## config.mk

```make
export PLATFORM = sky130hd
export DESIGN_NAME = mcg_period_div
export DESIGN_NICKNAME = d
export VERILOG_FILES = /design/src/mcg_pkg.sv /design/src/mcg_period_div.sv
export SDC_FILE = /design/constraint.sdc
export NUM_CORES = 1
export LEC_CHECK = 0
export ABC_AREA = 1
export BUFFER_PORTS_ARGS = -buffer_cell sky130_fd_sc_hd__clkbuf_2
export CAP_MARGIN = 20
export CORE_MARGIN = 10
export CORE_UTILIZATION = 53
export CTS_CLUSTER_SIZE = 14
export DETAILED_ROUTE_END_ITERATION = 16
export PLACE_DENSITY = 0.79
export SLEW_MARGIN = 5
export SYNTH_ARGS = -nofsm -noshare
export SYNTH_HDL_FRONTEND = slang
export SYNTH_SLANG_ARGS = --single-unit
export TNS_END_PERCENT = 10
```

## constraint.sdc

```tcl
create_clock -name clock -period 12.9 [get_ports clock]
set_clock_uncertainty 0.1 [all_clocks]
set_input_delay 1.29 -clock clock [delete_from_list [all_inputs] [get_ports clock]]
set_output_delay 1.29 -clock clock [all_outputs]
set_load 0.005 [all_outputs]
```

## src/mcg_pkg.sv

```systemverilog
// shared types, widths and constants of the metronome click generator
package mcg_pkg;

   localparam int CLICK_DEPTH_DEF = 4096;
   localparam int NUM_SOUNDS      = 3;

   localparam int FRAME_W   = 24;
   localparam int SAMPLE_W  = 16;
   localparam int IDX_W     = 5;
   localparam int TEMPO_W   = 9;
   localparam int SUBDIV_W  = 5;
   localparam int BAR_W     = 5;
   localparam int RATE_W    = 18;
   localparam int LEN_W     = 13;
   localparam int WADDR_W   = 12;
   localparam int DEN_W     = TEMPO_W + SUBDIV_W;
   localparam int DIV_STEPS = FRAME_W;

   localparam int CSR_IDX_W  = 3;
   localparam int CSR_DATA_W = RATE_W;

   localparam int REQ_W  = 32;
   localparam int RSP_W  = 32;
   localparam int KIND_W = 2;

   // result word layout
   localparam int RSP_SAMPLE_LSB  = 0;
   localparam int RSP_CHANGED_BIT = RSP_SAMPLE_LSB + SAMPLE_W;
   localparam int RSP_BEAT_LSB    = RSP_CHANGED_BIT + 1;
   localparam int RSP_CLICK_LSB   = RSP_BEAT_LSB + IDX_W;
   localparam int RSP_USED_W      = RSP_CLICK_LSB + IDX_W;

   localparam int SECONDS_PER_MIN = 60;

   localparam logic [TEMPO_W-1:0]  RESET_TEMPO  = TEMPO_W'(120);
   localparam logic [SUBDIV_W-1:0] RESET_SUBDIV = SUBDIV_W'(1);
   localparam logic [BAR_W-1:0]    RESET_BAR    = BAR_W'(4);
   localparam logic [RATE_W-1:0]   RESET_RATE   = RATE_W'(44100);
   localparam logic [FRAME_W-1:0]  RESET_PERIOD =
      FRAME_W'((44100 * SECONDS_PER_MIN) / (120 * 1));

   typedef enum logic [1:0] {
      KIND_TICK,
      KIND_STOP,
      KIND_START,
      KIND_WRITE
   } kind_type;

   typedef enum logic [1:0] {
      SND_HIGH,
      SND_MEDIUM,
      SND_LOW
   } sound_type;

   typedef enum logic [CSR_IDX_W-1:0] {
      CSR_TEMPO,
      CSR_SUBDIV,
      CSR_BAR,
      CSR_RATE,
      CSR_HIGH_LEN,
      CSR_MEDIUM_LEN,
      CSR_LOW_LEN
   } csr_type;

   // per-item outcome of the counter logic
   typedef struct packed {
      logic             play;
      logic             changed;
      logic [IDX_W-1:0] beat;
      logic [IDX_W-1:0] click;
   } step_type;

endpackage

```

## src/mcg_period_div.sv

```systemverilog
// restoring divider for the click period, one quotient bit per cycle
module mcg_period_div import mcg_pkg::*; (
   input  logic                clock,
   input  logic                reset,
   input  logic                restart,
   input  logic [RATE_W-1:0]   rate,
   input  logic [TEMPO_W-1:0]  tempo,
   input  logic [SUBDIV_W-1:0] subdiv,
   output logic                busy,
   output logic [FRAME_W-1:0]  quotient
);

   localparam int CNT_W = $clog2(DIV_STEPS + 1);

   logic                pend_ff, pend_in;
   logic [CNT_W-1:0]    cnt_ff, cnt_in;
   logic [FRAME_W-1:0]  quo_ff, quo_in;
   logic [DEN_W-1:0]    den_ff, den_in;
   logic [DEN_W-1:0]    rem_ff, rem_in;
   logic [DEN_W:0]      rem_shift;
   logic [FRAME_W-1:0]  num;
   logic [TEMPO_W-1:0]  tempo_nz;
   logic [SUBDIV_W-1:0] subdiv_nz;

   // zero divisors act as one
   assign tempo_nz  = (tempo == '0) ? TEMPO_W'(1) : tempo;
   assign subdiv_nz = (subdiv == '0) ? SUBDIV_W'(1) : subdiv;
   assign num       = FRAME_W'(rate) * FRAME_W'(SECONDS_PER_MIN);
   assign rem_shift = {rem_ff, quo_ff[FRAME_W-1]};

   always_comb begin
      pend_in = restart;
      cnt_in  = cnt_ff;
      quo_in  = quo_ff;
      den_in  = den_ff;
      rem_in  = rem_ff;
      if (pend_ff) begin
         quo_in = num;
         den_in = DEN_W'(tempo_nz) * DEN_W'(subdiv_nz);
         rem_in = '0;
         cnt_in = CNT_W'(DIV_STEPS);
      end else if (cnt_ff != '0) begin
         if (rem_shift >= {1'b0, den_ff}) begin
            rem_in = DEN_W'(rem_shift - {1'b0, den_ff});
            quo_in = {quo_ff[FRAME_W-2:0], 1'b1};
         end else begin
            rem_in = DEN_W'(rem_shift);
            quo_in = {quo_ff[FRAME_W-2:0], 1'b0};
         end
         cnt_in = cnt_ff - 1'b1;
      end
   end

   always_ff @(posedge clock) begin
      if (reset) begin
         pend_ff <= 1'b1;
         cnt_ff  <= '0;
      end else begin
         pend_ff <= pend_in;
         cnt_ff  <= cnt_in;
      end
      quo_ff <= quo_in;
      den_ff <= den_in;
      rem_ff <= rem_in;
   end

   assign busy     = restart || pend_ff || (cnt_ff != '0);
   assign quotient = quo_ff;

endmodule

```

==> results.json <==
{
  "status": "finished clean",
  "fin_nets": 1076,
  "cp.depth": 16,
  "yosys.area_share.simple_pct": 25.8,
  "grt_setup_unrepaired": "false",
  "ys_seq_elements": 58,
  "cts_sinks": 58,
  "core_mm2": 0.0121,
  "grt_usage_pct": 17.6,
  "dieArea_mm2": 0.0174,
  "dp_cells": 1080,
  "syn_to_final_growth_pct": 11.3,
  "syn_area_mm2": 0.00662,
  "drt-wirelength-per-cell_um": 13.8,
  "rr_startpoint": "cnt_ff[0]$_SDFFE_PP0N_",
  "vias": 5627,
  "clk_pin_slew_ps": 50,
  "synth_common_cells": "nand2_1, inv_1, nor2_1, ha_1, fa_1",
  "die_w_um": 132,
  "synth_top_area_share_pct": 16.6,
  "fp.dieH_um": 132,
  "grt_overflow": 0,
  "cp.arrival_ps": 5050,
  "max_stage_delay_ps": 540,
  "yosys.cell_count.top_type": "nand2_1",
  "drv_cap": 0,
  "fin_cells": 1096,
  "cts_inserted_buffers": 9,
  "critical_path.endpoint_type": "flop",
  "clk_latency_ps": 330,
  "ff2ff_path_depth": 5,
  "ys_async_sr_fraction_pct": 0,
  "placed_area_mm2": 0.00706,
  "grt_pass1_wl_mm": 25.8,
  "yosysWarnings": 0,
  "synth_top_family_by_area": "adder cells",
  "gp_congestion": 0.907,
  "crit_fanout": 6,
  "slew_violations": 0,
  "ctsHoldBuffers": 0,
  "start_kind": "input pin",
  "synth.largest_area_cell": "fa_1",
  "post-route-drc-count": 0,
  "reg2reg_slack_ps": 9990,
  "crit_required_ps": 12880,
  "synth_compound_area_share_pct": 9.81,
  "final_area_mm2": 0.00737,
  "startpoint": "tempo[5]",
  "avgSynthCellArea_um2": 7.64,
  "reg2reg_to": "quotient[6]$_DFFE_PP_",
  "wl_mm": 15.1,
  "preCtsSetupSlack_ps": 7520,
  "hold_viol": 0,
  "fin_crit_ps": 5070,
  "critical_path_class": "in2reg",
  "tns_ps": 0,
  "ant_nets": 0,
  "antenna_found_initial": 0,
  "drtIter0Drc": 425,
  "synth_fa_ha_area_share_pct": 28.5,
  "synth_cells": 866,
  "maxSlewHeadroom_pct": 39.3,
  "critPathTopFamily": "adder cells",
  "path_cells": "clkbuf_2 > nor4_1 > a41oi_1 > or2_2 > fa_1 > fa_1 > fa_1 > inv_1 > ha_1 > a21oi_1 > nand2_1 > nand2_1 > nand3b_1 > nand2_1 > nand3_1 > xnor2_1",
  "synth_enable_flop_cells": 36,
  "cts_tree": "yes",
  "grt_pass1_vias": 5466,
  "worstPathBufferInverterCount": 2,
  "yosys-top-cells-area": "fa_1, edfxtp_1, nand2_1, ha_1, inv_1",
  "rows": 40,
  "synthMuxAreaShare_pct": 0,
  "post_cts_buffers": 0,
  "h-tree-depth": 3,
  "fmax_ghz": 0.197,
  "drive_above_1_share_pct": 12.7,
  "worstHoldStart": "cnt_ff[0]$_SDFFE_PP0N_",
  "cts.path.max_buffers": 2,
  "crit_path_top_delay_cell": "fa_1",
  "worst_slew_pin_slew_ps": 908,
  "grt_start_max_net_pins": 39,
  "dr.pass1.iters": 5,
  "clock-root-buffer": "clkbuf_16",
  "vias_per_cell": 5.13,
  "crit_end": "den_ff[13]$_DFFE_PP_",
  "final-setup-viol-count": 0,
  "yosysUniqueCellTypes": 44,
  "cts.repair.resized": 0,
  "diodes": 0,
  "port_buffers": 59,
  "synth-xor-area-share_pct": 2.78,
  "start_util_pct": 54.7,
  "ys.flop_type": "edfxtp_1",
  "powerDensity_mw_per_mm2": 161,
  "dp_hpwl_mm": 12.2,
  "final_core_util_pct": 60.8,
  "io_pins": 60,
  "synth_nets": 1019,
  "fin_crit_sh_pct": 39.3,
  "setup_ws_ps": 7830,
  "p_leak_nw": 3.88,
  "holdCritPathClass": "reg2reg",
  "ir_drop_mv": 0.0796,
  "synth-seq-area-share_pct": 23.0
}
[power by group]
part | switching (mW) | internal, mW | total (mW)
Combinational | 0.393 | 0.238 | 0.631
Clock | 0.0852 | 0.166 | 0.252
Sequential | 0.0336 | 0.270 | 0.304
[registers in the layout (all words and copies together) (netlist names)]
register  cells
den_ff       14
cnt_ff        5
rem_ff       14
pend_ff       1
quotient     24
[worst min-delay path by stage]
stage / slack [ps] / endpoint / cells past startpoint
after CTS: 400 / cnt_ff[0]$_SDFFE_PP0N_ / 2
after detailed placement: 390 / cnt_ff[0]$_SDFFE_PP0N_ / 2
after global routing: 400 / cnt_ff[0]$_SDFFE_PP0N_ / 2
after global placement: 370 / cnt_ff[0]$_SDFFE_PP0N_ / 2
final: 390 / cnt_ff[0]$_SDFFE_PP0N_ / 2
after floorplan: 350 / cnt_ff[0]$_SDFFE_PP0N_ / 2
[worst reg2reg max path, cell delays in order, from the launching register on]
cell	delay [ps]
dfxtp_1	320
inv_1	110
ha_1	200
nand3_2	610
inv_2	480
nand2_1	620
[area by class of cell]
cell class,instances,area (um^2)
clock inverter,7,83.8
clock buffer,9,225
timing repair buffer,60,303
sequential,58,1520
inverter,158,593
multi-input combinational,636,4430
fill,1116,4740
tap,168,210
[cells in the final DEF (no fill, tap or decap), types with 6 or more instances in the layout]
cell / synthesis / routed
fa_1: 55 / 55
xor2_1: 11 / 11
nand3_1: 50 / 50
inv_2: 9 / 9
a21oi_1: 40 / 40
dfxtp_1: 22 / 22
o21ai_0: 32 / 32
clkbuf_16: 0 / 9
nand2_2: 6 / 6
nor2_2: 7 / 7
nand2_1: 215 / 215
edfxtp_1: 36 / 36
nor2_1: 78 / 78
inv_1: 149 / 149
nor3_1: 6 / 6
ha_1: 63 / 63
xnor2_1: 10 / 10
clkbuf_2: 0 / 59
nand4_1: 10 / 10
a22o_1: 7 / 7
[routing by layer]
layer	vias to the layer above	wire, um	global-route usage [%]
met1	2625	7380	23.9
met5	-	0	0
li1	2867	-	-
met3	19	547	2.13
met4	0	240	5.44
met2	116	6940	28.7
[through the flow]
step                power (mW)  hold slack, ps
floorplan                0.764             354
global placement         0.914             370
detailed placement       0.930             388
CTS                       1.19             395
global route              1.29             403
finish                    1.19             392
[kinds of logic (layout without fill, tap and decap cells)]
family,after synthesis,after routing
compound gates,106,106
xor+xnor,21,21
fa+ha+maj,118,118
buf+inv,172,234
flops,58,58
simple gates,391,391
Note: power is estimated with default switching activity, not from simulation.
