**src/mcg_pkg.sv**
```systemverilog
// shared types, widths and constants of the metronome click generator
package mcg_pkg;

   localparam int CLICK_DEPTH_DEF = 4096;
   localparam int NUM_SOUNDS      = 3;

   localparam int FRAME_W   = 24;
   localparam int SAMPLE_W  = 16;
   localparam int IDX_W     = 5;
   localparam int TEMPO_W   = 9;
   localparam int SUBDIV_W  = 5;
   localparam int BAR_W     = 5;
   localparam int RATE_W    = 18;
   localparam int LEN_W     = 13;
   localparam int WADDR_W   = 12;
   localparam int DEN_W     = TEMPO_W + SUBDIV_W;
   localparam int DIV_STEPS = FRAME_W;

   localparam int CSR_IDX_W  = 3;
   localparam int CSR_DATA_W = RATE_W;

   localparam int REQ_W  = 32;
   localparam int RSP_W  = 32;
   localparam int KIND_W = 2;

   // result word layout
   localparam int RSP_SAMPLE_LSB  = 0;
   localparam int RSP_CHANGED_BIT = RSP_SAMPLE_LSB + SAMPLE_W;
   localparam int RSP_BEAT_LSB    = RSP_CHANGED_BIT + 1;
   localparam int RSP_CLICK_LSB   = RSP_BEAT_LSB + IDX_W;
   localparam int RSP_USED_W      = RSP_CLICK_LSB + IDX_W;

   localparam int SECONDS_PER_MIN = 60;

   localparam logic [TEMPO_W-1:0]  RESET_TEMPO  = TEMPO_W'(120);
   localparam logic [SUBDIV_W-1:0] RESET_SUBDIV = SUBDIV_W'(1);
   localparam logic [BAR_W-1:0]    RESET_BAR    = BAR_W'(4);
   localparam logic [RATE_W-1:0]   RESET_RATE   = RATE_W'(44100);
   localparam logic [FRAME_W-1:0]  RESET_PERIOD =
      FRAME_W'((44100 * SECONDS_PER_MIN) / (120 * 1));

   typedef enum logic [1:0] {
      KIND_TICK,
      KIND_STOP,
      KIND_START,
      KIND_WRITE
   } kind_type;

   typedef enum logic [1:0] {
      SND_HIGH,
      SND_MEDIUM,
      SND_LOW
   } sound_type;

   typedef enum logic [CSR_IDX_W-1:0] {
      CSR_TEMPO,
      CSR_SUBDIV,
      CSR_BAR,
      CSR_RATE,
      CSR_HIGH_LEN,
      CSR_MEDIUM_LEN,
      CSR_LOW_LEN
   } csr_type;

   // per-item outcome of the counter logic
   typedef struct packed {
      logic             play;
      logic             changed;
      logic [IDX_W-1:0] beat;
      logic [IDX_W-1:0] click;
   } step_type;

endpackage

```
**src/mcg_beat_ctrl.sv**
```systemverilog
// frame, click and beat counters with the sound choice and period latch
module mcg_beat_ctrl import mcg_pkg::*; #(
   parameter int CLICK_DEPTH = CLICK_DEPTH_DEF,
   parameter int AW          = $clog2(NUM_SOUNDS * CLICK_DEPTH_DEF),
   parameter int IW          = $clog2(CLICK_DEPTH_DEF)
) (
   input  logic                clock,
   input  logic                reset,
   input  logic                accept,
   input  kind_type            kind,
   input  logic                hold,
   input  logic [SUBDIV_W-1:0] subdiv,
   input  logic [BAR_W-1:0]    bar,
   input  logic [LEN_W-1:0]    high_len,
   input  logic [LEN_W-1:0]    medium_len,
   input  logic [LEN_W-1:0]    low_len,
   input  logic [FRAME_W-1:0]  period,
   output step_type            step,
   output logic [AW-1:0]       rd_addr
);

   logic [FRAME_W-1:0]  frame_ff, frame_in;
   logic [FRAME_W-1:0]  period_ff, period_in;
   logic [IDX_W-1:0]    click_ff, click_in;
   logic [IDX_W-1:0]    beat_ff, beat_in;
   sound_type           sound_ff, sound_in;

   logic [SUBDIV_W-1:0] subdiv_nz;
   logic [BAR_W-1:0]    bar_nz;
   logic [LEN_W-1:0]    len_sel;
   logic [AW-1:0]       base;
   logic [FRAME_W-1:0]  frame_inc;
   logic                play;
   logic                changed;

   assign subdiv_nz = (subdiv == '0) ? SUBDIV_W'(1) : subdiv;
   assign bar_nz    = (bar == '0) ? BAR_W'(1) : bar;
   assign frame_inc = frame_ff + 1'b1;

   always_comb begin
      case (sound_ff)
         SND_HIGH: begin
            len_sel = high_len;
            base    = '0;
         end
         SND_MEDIUM: begin
            len_sel = medium_len;
            base    = AW'(CLICK_DEPTH);
         end
         default: begin
            len_sel = low_len;
            base    = AW'(2 * CLICK_DEPTH);
         end
      endcase
   end

   // lengths past the store depth act as the depth
   assign play    = (frame_ff < FRAME_W'(len_sel)) && (frame_ff < FRAME_W'(CLICK_DEPTH));
   assign rd_addr = base + AW'(frame_ff[IW-1:0]);

   always_comb begin
      frame_in  = frame_ff;
      period_in = period_ff;
      click_in  = click_ff;
      beat_in   = beat_ff;
      sound_in  = sound_ff;
      changed   = 1'b0;
      step.play = 1'b0;
      if (accept) begin
         case (kind)
            KIND_TICK: begin
               if (beat_ff != '0 && !hold) begin
                  step.play = play;
                  frame_in  = frame_inc;
                  // a shrunken period ends the click as soon as it is reached
                  if (frame_inc >= period_ff) begin
                     frame_in = '0;
                     if (IDX_W'(click_ff) >= IDX_W'(subdiv_nz)) begin
                        click_in = IDX_W'(1);
                        beat_in  = (IDX_W'(beat_ff) >= IDX_W'(bar_nz)) ?
                                   IDX_W'(1) : beat_ff + 1'b1;
                        changed  = 1'b1;
                     end else begin
                        click_in = click_ff + 1'b1;
                     end
                     if (click_in != IDX_W'(1)) begin
                        sound_in = SND_LOW;
                     end else if (beat_in == IDX_W'(1)) begin
                        sound_in = SND_HIGH;
                     end else begin
                        sound_in = SND_MEDIUM;
                     end
                     period_in = period;
                  end
               end
            end
            KIND_STOP, KIND_START: begin
               frame_in  = '0;
               click_in  = IDX_W'(1);
               beat_in   = (kind == KIND_START) ? IDX_W'(1) : '0;
               sound_in  = SND_HIGH;
               changed   = 1'b1;
               period_in = period;
            end
            default: begin
            end
         endcase
      end
      step.changed = changed;
      step.beat    = beat_in;
      step.click   = click_in;
   end

   always_ff @(posedge clock) begin
      if (reset) begin
         frame_ff  <= '0;
         period_ff <= RESET_PERIOD;
         click_ff  <= IDX_W'(1);
         beat_ff   <= '0;
         sound_ff  <= SND_HIGH;
      end else begin
         frame_ff  <= frame_in;
         period_ff <= period_in;
         click_ff  <= click_in;
         beat_ff   <= beat_in;
         sound_ff  <= sound_in;
      end
   end

endmodule

```
**config.mk**
```make
export PLATFORM = sky130hd
export DESIGN_NAME = mcg_beat_ctrl
export DESIGN_NICKNAME = d
export VERILOG_FILES = /design/src/mcg_pkg.sv /design/src/mcg_beat_ctrl.sv
export SDC_FILE = /design/constraint.sdc
export NUM_CORES = 1
export LEC_CHECK = 0
export BUFFER_PORTS_ARGS = -buffer_cell sky130_fd_sc_hd__buf_2
export CAP_MARGIN = 20
export CORE_MARGIN = 2
export CORE_UTILIZATION = 31
export CTS_CLUSTER_SIZE = 25
export DETAILED_ROUTE_END_ITERATION = 6
export HOLD_SLACK_MARGIN = 0.05
export SLEW_MARGIN = 10
export SYNTH_ARGS = -nofsm -noshare
export SYNTH_HDL_FRONTEND = slang
export SYNTH_SLANG_ARGS = --single-unit
```
**constraint.sdc**
```tcl
create_clock -name clock -period 9.45 [get_ports clock]
set_clock_uncertainty 0.2 [all_clocks]
set_input_delay 0.945 -clock clock [delete_from_list [all_inputs] [get_ports clock]]
set_output_delay 0.945 -clock clock [all_outputs]
set_load 0.005 [all_outputs]
```
==> metrics.csv, run 1 <==
metric,value,unit
largest net degree at the start of global routing,50,
met3 GRT Util,3.95,%
P&R area growth vs syn,19.5,%
worst slew pin tran,1.06,ns
critical path type,flop to output port,
Final WS setup,3.64,ns
CTS Buffer Depth,2,
global-route wire length before repair,19900,um
class of the worst hold path,flop to flop,
Switching Share,24.1,%
# nets final,785,
TritonCTS clock tree,built,
GR Util met1,20.8,%
Synth Instances,573,
FF-to-FF path depth,13,
DR pass1 iterations,4,
"Slew Viols, Final",0,
YS warnings,0,
Core ar.,0.0145,sq mm
clock-pin slew on the worst setup and hold paths,0.06,ns
vias in the first global route,3965,
post-CTS sizing,0,
antenna-violating nets left,0,
GRT Max-Usage Layer,met2,
total gr overflow,0,
internal power,532,uW
Starting Density,31.8,%
Net Sw Power,169,uW
Die ar.,0.0159,sq mm
Critical Path Fanout Max,10,
CP endpoint kind,output port,
min-delay src,period_ff[10],
outcome,"finished, final reports clean",
Final Wtd Congestion,0.863,
clock net sink count,60,
Yosys cell types,62,
hold depth,2,
combinational fraction of design power,11.8,%
hpwl dp,9610,um
R2R Setup Slk,4.69,ns
average routed wire per standard cell,14.4,um
gr usage total,15.4,%
# rows,44,
Clock power frac,50.6,%
clk_lat worst skew,0.33,ns
Max Cap Violations,0,
Tot Pwr,701,uW
final setup violating endpoints,0,
final hold violation count,0,
Power Density,127,mW/mm^2
Max Clock Freq,172,MHz
RR Startpoint,frame_ff[0],
synthesized area per cell,8.07,sq um
number of diodes,0,
Final TNS setup,0,ns
GR Util met2,24.4,%
Netlist Area Pre-Place,0.00462,sq mm
Routed WL,12100,um
initial antenna violation count,0,
chip height,126,um
Place WS,3.97,ns
post-CTS setup buffer count,0,
hold path endpoint,period_ff[10],
H-Tree Depth,3,
Synth async-reset ratio,0,%
Residual DRC,0,
Syn Nets,704,
Required @ worst endpoint,8.31,ns
cell at the root of the clock tree,clkbuf_16,
Max VDD drop,0.108,mV
register share of total power,37.7,%
layout cells sized above 1,20.9,%
Die Span X,126,um
fin crit share,61.5,%
Final min period,5.81,ns
relative slew slack,29.5,%
ys flop type,dfxtp_1,
Via Count,4223,
arrival time of the worst setup path,4.67,ns
#FFs+latches synth,60,
Lkg Pwr,2.60,nW
Critical R2R Capture,frame_ff[20],
vias per inst,5.01,
number of flops mapped to enable cells by yosys,0,
Ports,105,
Iter 0 DRT Violations,270,
Finished Core Util,38.0,%
CP Launch Type,flop,
port buffer count,104,
RSZ-0062 raised after global routing,no,
Num CTS Buffers,9,
Post-CTS Hold Fix Bufs,0,
share of the yosys chip area belonging to registers,26.0,%
==> sequential cells by signal, indices dropped and copies added, names as in the netlist <==
name and cells:
beat_ff 5, sound_ff 2, frame_ff 24, period_ff 24, click_ff 5
==> cells in the mapped netlist, types with 3 or more instances <==
cell       number  share of area [%]
o31ai_1         4               0.65
nand2_1        36                2.9
xor2_1          8                1.5
buf_4          13                2.1
nor2_1         67                5.4
xnor2_1        14                2.7
a211oi_1        3               0.49
a22o_1          7                1.3
nor4_1          5               0.68
a31oi_1        11                1.5
inv_1          50                4.1
nand4_1         7               0.95
o21ai_1         7               0.76
mux2i_1        35                7.6
a21o_1         11                1.8
clkbuf_1       17                1.4
or2_2           4               0.54
a221oi_1        3               0.57
a22oi_1        12                1.9
nand2b_1        6               0.81
o21ai_0        13                1.4
buf_2           4               0.43
a2111oi_0       3               0.57
and2_1          4               0.54
nor2b_1         3               0.41
ha_1           52                 14
nand3_1        24                2.6
nor3_1         11                1.2
dfxtp_1        60                 26
a21oi_1        36                3.9
==> stage by stage <==
stage,cells,hold slack (ns),area (sq um)
after global routing,843,0.288,5520
after floorplan,573,0.250,4620
final,843,0.277,5520
after CTS,843,0.283,5520
after global placement,827,0.274,5200
after detailed placement,827,0.278,5200
==> power by group through the flow <==
stage,sequential [mW],clock [mW],combinational (mW)
floorplan,0.267,0,0.0529
global placement,0.269,0,0.0825
detailed placement,0.270,0,0.0827
CTS,0.264,0.363,0.0834
global route,0.265,0.374,0.0943
finish,0.264,0.355,0.0825
==> layout by cell type, fill, tap and decap left out, types with 6 or more instances in the layout <==
cell type  netlist  final
buf_2            4    104
nor2_1          67     67
dfxtp_1         60     60
ha_1            52     52
inv_1           50     50
nand2_1         36     36
a21oi_1         36     36
mux2i_1         35     35
nand3_1         24     24
xnor2_1         14     14
o21ai_0         13     13
a22oi_1         12     12
nor3_1          11     11
a21o_1          11     11
a31oi_1         11     11
clkbuf_16        0      9
xor2_1           8      8
nand4_1          7      7
o21ai_1          7      7
a22o_1           7      7
nand2b_1         6      6
==> area by class of cell <==
cell class | count | area (sq um)
clock buffers | 10 | 239
clock inverters | 6 | 87.6
fillers | 1567 | 9010
inverters | 50 | 188
multi-input cells | 428 | 3050
flip-flops and latches | 60 | 1200
well taps | 184 | 230
repair buffers | 105 | 528
==> kinds of logic after synthesis <==
group                      count (synthesis)  share of synthesized area [%]
muxes                                     36                           7.82
xor gates and xnor gates                  23                           4.52
buffers and inverters                     85                           8.23
adders and majority gates                 52                           14.1
AOI/OAI and AO/OA                        132                           19.4
DFF                                       60                           26.0
and+or+nand+nor                          185                           20.0
==> how the worst max path moves through the flow <==
stage / start / endpoint
finish: frame_ff[0] / step[6]
global route: frame_ff[0] / step[6]
CTS: frame_ff[0] / step[6]
detailed placement: frame_ff[0] / step[6]
global placement: frame_ff[0] / step[6]
floorplan: frame_ff[2] / step[6]
==> routing by layer <==
| layer | vias up | wire, um |
|---|---|---|
| li1 | 2205 | - |
| met1 | 1896 | 5780 |
| met2 | 109 | 5470 |
| met3 | 13 | 708 |
| met4 | 0 | 157 |
| met5 | - | 0 |
==> worst max-delay path, stage by stage (launching register included) <==
cell      delay (ns)
dfxtp_1         0.45
ha_1            0.28
nand4_1         0.16
nor3_1          0.43
nand2_1         0.21
nor4_1          0.46
xnor2_1         0.14
ha_1            0.29
and4_1          0.25
nand4_1         0.16
a211oi_4        0.56
o21ai_1         0.42
a21oi_1         0.27
o22ai_1         0.12
buf_2           0.15
No activity file was read; power rests on OpenSTA's default activity.
==> inputs of run 2 (changes only) <==
clock period = 5.2 ns   (was 9.45 ns; I/O delays follow)
==> run 2 against run 1 <==
- count of clock-buffer cells in the layout grew 1
- global-route usage grew 0.27 points
- design area grew 2.4%
- critical endpoint unchanged
- largest cell class unchanged
==> metrics.csv, run 2 (synthesized netlist as in run 1, its figures left out) <==
metric,value,unit
outcome,"finished, final reports clean",
Lkg Pwr,2.67,nW
CP endpoint kind,output port,
clock net sink count,60,
"most common cell after layout, fill and taps aside",buf_2,
DR pass1 iterations,4,
clk_lat worst skew,0.33,ns
"commonest cells after routing, fill and taps aside","104 x buf_2, 67 x nor2_1, 59 x dfxtp_1",
R2R Setup Slk,0.74,ns
RR Startpoint,frame_ff[6],
Max Cap Violations,0,
Ports,105,
Finished Core Util,38.9,%
relative slew slack,29.2,%
Area after DPL,0.00524,sq mm
Regs by FF count,"frame_ff (24), period_ff (24)",
Starting Density,31.8,%
worst slew pin tran,1.06,ns
arrival time of the worst setup path,4.15,ns
GRT Max-Usage Layer,met2,
chip height,126,um
Critical R2R Capture,period_ff[2],
Routed WL,12600,um
GR Util met1,21.0,%
hold path endpoint,period_ff[6],
GR Util met2,25.5,%
final hold violation count,0,
final setup violating endpoints,0,
FF-to-FF path depth,13,
port buffer count,104,
average routed wire per standard cell,14.7,um
cell at the root of the clock tree,clkbuf_16,
Via Count,4274,
total gr overflow,0,
Final WS setup,0.329,ns
RSZ-0062 raised after global routing,no,
number of diodes,0,
critical path type,flop to output port,
CTS Buffer Depth,2,
Core ar.,0.0145,sq mm
TritonCTS clock tree,built,
hpwl dp,9730,um
hold depth,3,
fin crit share,93.7,%
Critical Path Fanout Max,8,
"Design Area, Final",0.00566,sq mm
Power Density,230,mW/mm^2
clock-pin slew on the worst setup and hold paths,0.06,ns
Place WS,0.271,ns
vias in the first global route,4017,
Die ar.,0.0159,sq mm
global-route wire length before repair,20100,um
vias per inst,5.00,
antenna-violating nets left,0,
Tot Pwr,1.30,mW
Max Clock Freq,205,MHz
gr usage total,15.7,%
# rows,44,
Iter 0 DRT Violations,275,
CP Launch Type,flop,
Die Span X,126,um
Num CTS Buffers,9,
Max VDD drop,0.180,mV
Required @ worst endpoint,4.48,ns
fillcell total,1511,
largest net degree at the start of global routing,50,
H-Tree Depth,3,
Residual DRC,0,
"Slew Viols, Final",0,
Final TNS setup,0,ns
P&R area growth vs syn,22.4,%
# nets final,796,
class of the worst hold path,input port to flop,
Post-CTS Hold Fix Bufs,0,
min-delay src,period[6],
Final Wtd Congestion,0.869,
layout cells sized above 1,23.0,%
met3 GRT Util,3.78,%
initial antenna violation count,0,
Final min period,4.87,ns
run 2: cell types whose count changed in the layout (fill, tap and decap cells not counted), sizes merged:
cell / change
clkinvlp: -1
clkbuf: +1
buf: +11
run 2: worst max path at each step:
| stage | from | endpoint | cells past startpoint |
|---|---|---|---|
| after floorplan | frame_ff[2] | step[6] | 14 |
| after global placement | frame_ff[1] | step[6] | 14 |
| after detailed placement | frame_ff[1] | step[6] | 14 |
| after CTS | frame_ff[1] | step[6] | 14 |
| after global routing | frame_ff[6] | step[5] | 13 |
| final | frame_ff[6] | step[6] | 13 |
run 2: layer usage:
metal | vias up | share of wire (%)
li1 | 2217 | -
met1 | 1944 | 47
met2 | 106 | 46
met3 | 7 | 6.4
met4 | 0 | 0.85
met5 | - | 0
run 2: critical path: stages (launching register included):
cell      delay, ns
dfxtp_1        0.48
nand4_2        0.19
or4_4          0.57
or2_4          0.30
nor4_4         0.26
xor2_2         0.20
ha_1           0.27
and4_1         0.26
a221oi_2       0.31
nand2b_1       0.17
o211a_2        0.35
a21oi_1        0.21
o22ai_1        0.10
buf_2          0.15
run 2: area by class of cell:
class	count	area, sq um	area share [%]
repair buffers	116	623	11.0
inverters	50	188	3.32
multi-input cells	428	3080	54.4
clock buffers	11	253	4.47
well taps	184	230	4.07
flip-flops and latches	60	1200	21.2
clock inverters	5	83.8	1.48
run 2: timing repair:
action,in CTS,in global routing
gates resized for setup,1,5
pin swaps,0,3
setup buffers,0,6
cloned,0,0
endpoints found under the setup margin,8,11
run 2: metrics by stage:
| stage | hold WS [ns] | std cells |
|---|---|---|
| final | 0.215 | 854 |
| after global routing | 0.224 | 854 |
| after CTS | 0.204 | 848 |
| after detailed placement | 0.282 | 832 |
| after global placement | 0.273 | 832 |
| after floorplan | 0.250 | 573 |
run 2: report_power, final:
group	switching, mW	internal (mW)	leakage, nW	total, mW
clock network	0.221	0.446	0.158	0.667
registers	0.00850	0.471	0.486	0.479
logic	0.0878	0.0691	2.03	0.157
total	0.317	0.986	2.67	1.30
==> inputs of run 3 (changes only) <==
CELL_PAD_IN_SITES_DETAIL_PLACEMENT = 1   (was not set)
CELL_PAD_IN_SITES_GLOBAL_PLACEMENT = 1   (was not set)
PLACE_DENSITY_LB_ADDON = 0.1   (was not set)
==> run 3 against run 2 <==
- global-route usage grew 2.5 points
- critical path depth grew 1
- die area stayed put
==> metrics.csv, run 3 (synthesized netlist as in run 1, its figures left out) <==
metric,value,unit
outcome,"finished, final reports clean",
initial antenna violation count,0,
number of diodes,0,
Max Clock Freq,204,MHz
total gr overflow,0,
H-Tree Depth,3,
"commonest cells after routing, fill and taps aside","104 x buf_2, 67 x nor2_1, 54 x dfxtp_1",
R2R Setup Slk,0.76,ns
Hold WS,0.209,ns
TritonCTS clock tree,built,
largest net degree at the start of global routing,49,
P&R area growth vs syn,21.8,%
Critical R2R Capture,period_ff[4],
class of the worst hold path,input port to flop,
vias in the first global route,4504,
"Design Area, Final",0.00563,sq mm
worst setup path startpoint,frame_ff[5],
clk_lat worst skew,0.34,ns
antenna-violating nets left,0,
final setup violating endpoints,0,
Area after DPL,0.00525,sq mm
CTS Buffer Depth,2,
"Slew Viols, Final",0,
CP Launch Type,flop,
"most common cell after layout, fill and taps aside",buf_2,
"slowest stage delay, CP",0.58,ns
Via Count,4440,
Core ar.,0.0145,sq mm
Worst path slowest cell,or4_4,
Final min period,4.90,ns
Starting Density,31.8,%
chip height,126,um
Post-CTS Hold Fix Bufs,0,
CP Cell Sequence,"nand4_2, or4_4, or2_4, nor4_4, xor2_2, ha_1, and4_1, nand4_1, a211oi_4, buf_6, or2_1, a41oi_1, a31oi_1, buf_2",
Residual DRC,0,
clock net sink count,60,
Critical Path Fanout Max,9,
global-route wire length before repair,23000,um
Required @ worst endpoint,4.48,ns
hpwl dp,11300,um
DR pass1 iterations,4,
FF-to-FF path depth,13,
Power Density,230,mW/mm^2
Die ar.,0.0159,sq mm
Iter 0 DRT Violations,126,
Regs by FF count,"frame_ff (24), period_ff (24)",
CP endpoint kind,output port,
vias per inst,5.22,
Num CTS Buffers,9,
Final TNS setup,0,ns
final hold violation count,0,
RSZ-0062 raised after global routing,no,
critical path type,flop to output port,
Max VDD drop,0.134,mV
average routed wire per standard cell,16.9,um
Routed WL,14400,um
crit path capture,step[5],
Tot Pwr,1.29,mW
Final Wtd Congestion,0.851,
Max Cap Violations,0,
clock-pin slew on the worst setup and hold paths,0.05,ns
arrival time of the worst setup path,4.18,ns
# nets final,793,
layout cells sized above 1,23.2,%
relative slew slack,26.8,%
Die Span X,126,um
port buffer count,104,
fin crit share,94.3,%
# rows,44,
Lkg Pwr,2.67,nW
gr usage total,18.2,%
cell at the root of the clock tree,clkbuf_16,
RR Startpoint,frame_ff[5],
Ports,105,
worst slew pin tran,1.10,ns
==> run 3: changes by cell type in the layout (fill, tap and decap cells not counted), sizes merged <==
cell and delta:
buf -3, clkbuf +1, clkinvlp -1
==> run 3: critical path: cells and delay by family (launching register included) <==
family | cells | cell delay (ns)
AOI/OAI and AO/OA | 3 | 0.65
and+or+nand+nor | 7 | 1.93
buffers and inverters | 2 | 0.34
DFF | 1 | 0.46
xor gates and xnor gates | 1 | 0.12
adders and majority gates | 1 | 0.31
==> run 3: stage by stage <==
| stage | util [%] | worst slack, ns | std cells |
|---|---|---|---|
| floorplan | - | 0.880 | 573 |
| global placement | 36.1 | 0.302 | 834 |
| detailed placement | 36.1 | 0.141 | 834 |
| CTS | 38.4 | 0.00360 | 850 |
| global route | 38.7 | 0.00784 | 851 |
| finish | 38.7 | 0.298 | 851 |
==> run 3: power by group <==
| part | total (mW) | internal (mW) | switching (mW) |
|---|---|---|---|
| Sequential | 0.480 | 0.471 | 0.00922 |
| Combinational | 0.156 | 0.0667 | 0.0892 |
| Clock | 0.657 | 0.432 | 0.225 |
| Total | 1.29 | 0.969 | 0.323 |
==> run 3: timing repair <==
item / CTS / global route
buffers inserted: 0 / 1
endpoints found under the setup margin: 10 / 11
gates cloned: 0 / 0
gates resized for setup: 2 / 12
hold endpoints to repair: 0 / 0
pin swaps: 0 / 0
==> run 3: how the worst min path moves through the flow <==
stage	from	endpoint	slack [ns]	cells after the start
after floorplan	period_ff[1]	period_ff[1]	0.25	2
after global placement	period_ff[12]	period_ff[12]	0.28	2
after detailed placement	period_ff[12]	period_ff[12]	0.28	2
after CTS	period[8]	period_ff[8]	0.19	3
after global routing	period[2]	period_ff[2]	0.21	3
final	period[8]	period_ff[8]	0.21	3
==> run 3: routing by layer <==
| layer | routed length (um) | GRT usage (%) | vias to the layer above |
|---|---|---|---|
| met5 | 0 | 0 | - |
| met4 | 222 | 5.82 | 0 |
| met3 | 570 | 3.74 | 16 |
| met2 | 7170 | 31.8 | 74 |
| met1 | 6440 | 22.4 | 2135 |
| li1 | - | - | 2215 |
==> run 3: area by class of cell <==
| type | instances | area (sq um) |
|---|---|---|
| Sequential cell | 60 | 1210 |
| Fill cell | 1857 | 8900 |
| Tap cell | 184 | 230 |
| Timing Repair Buffer | 113 | 592 |
| Clock buffer | 12 | 246 |
| Inverter | 50 | 188 |
| Clock inverter | 4 | 72.6 |
| Multi-Input combinational cell | 428 | 3090 |
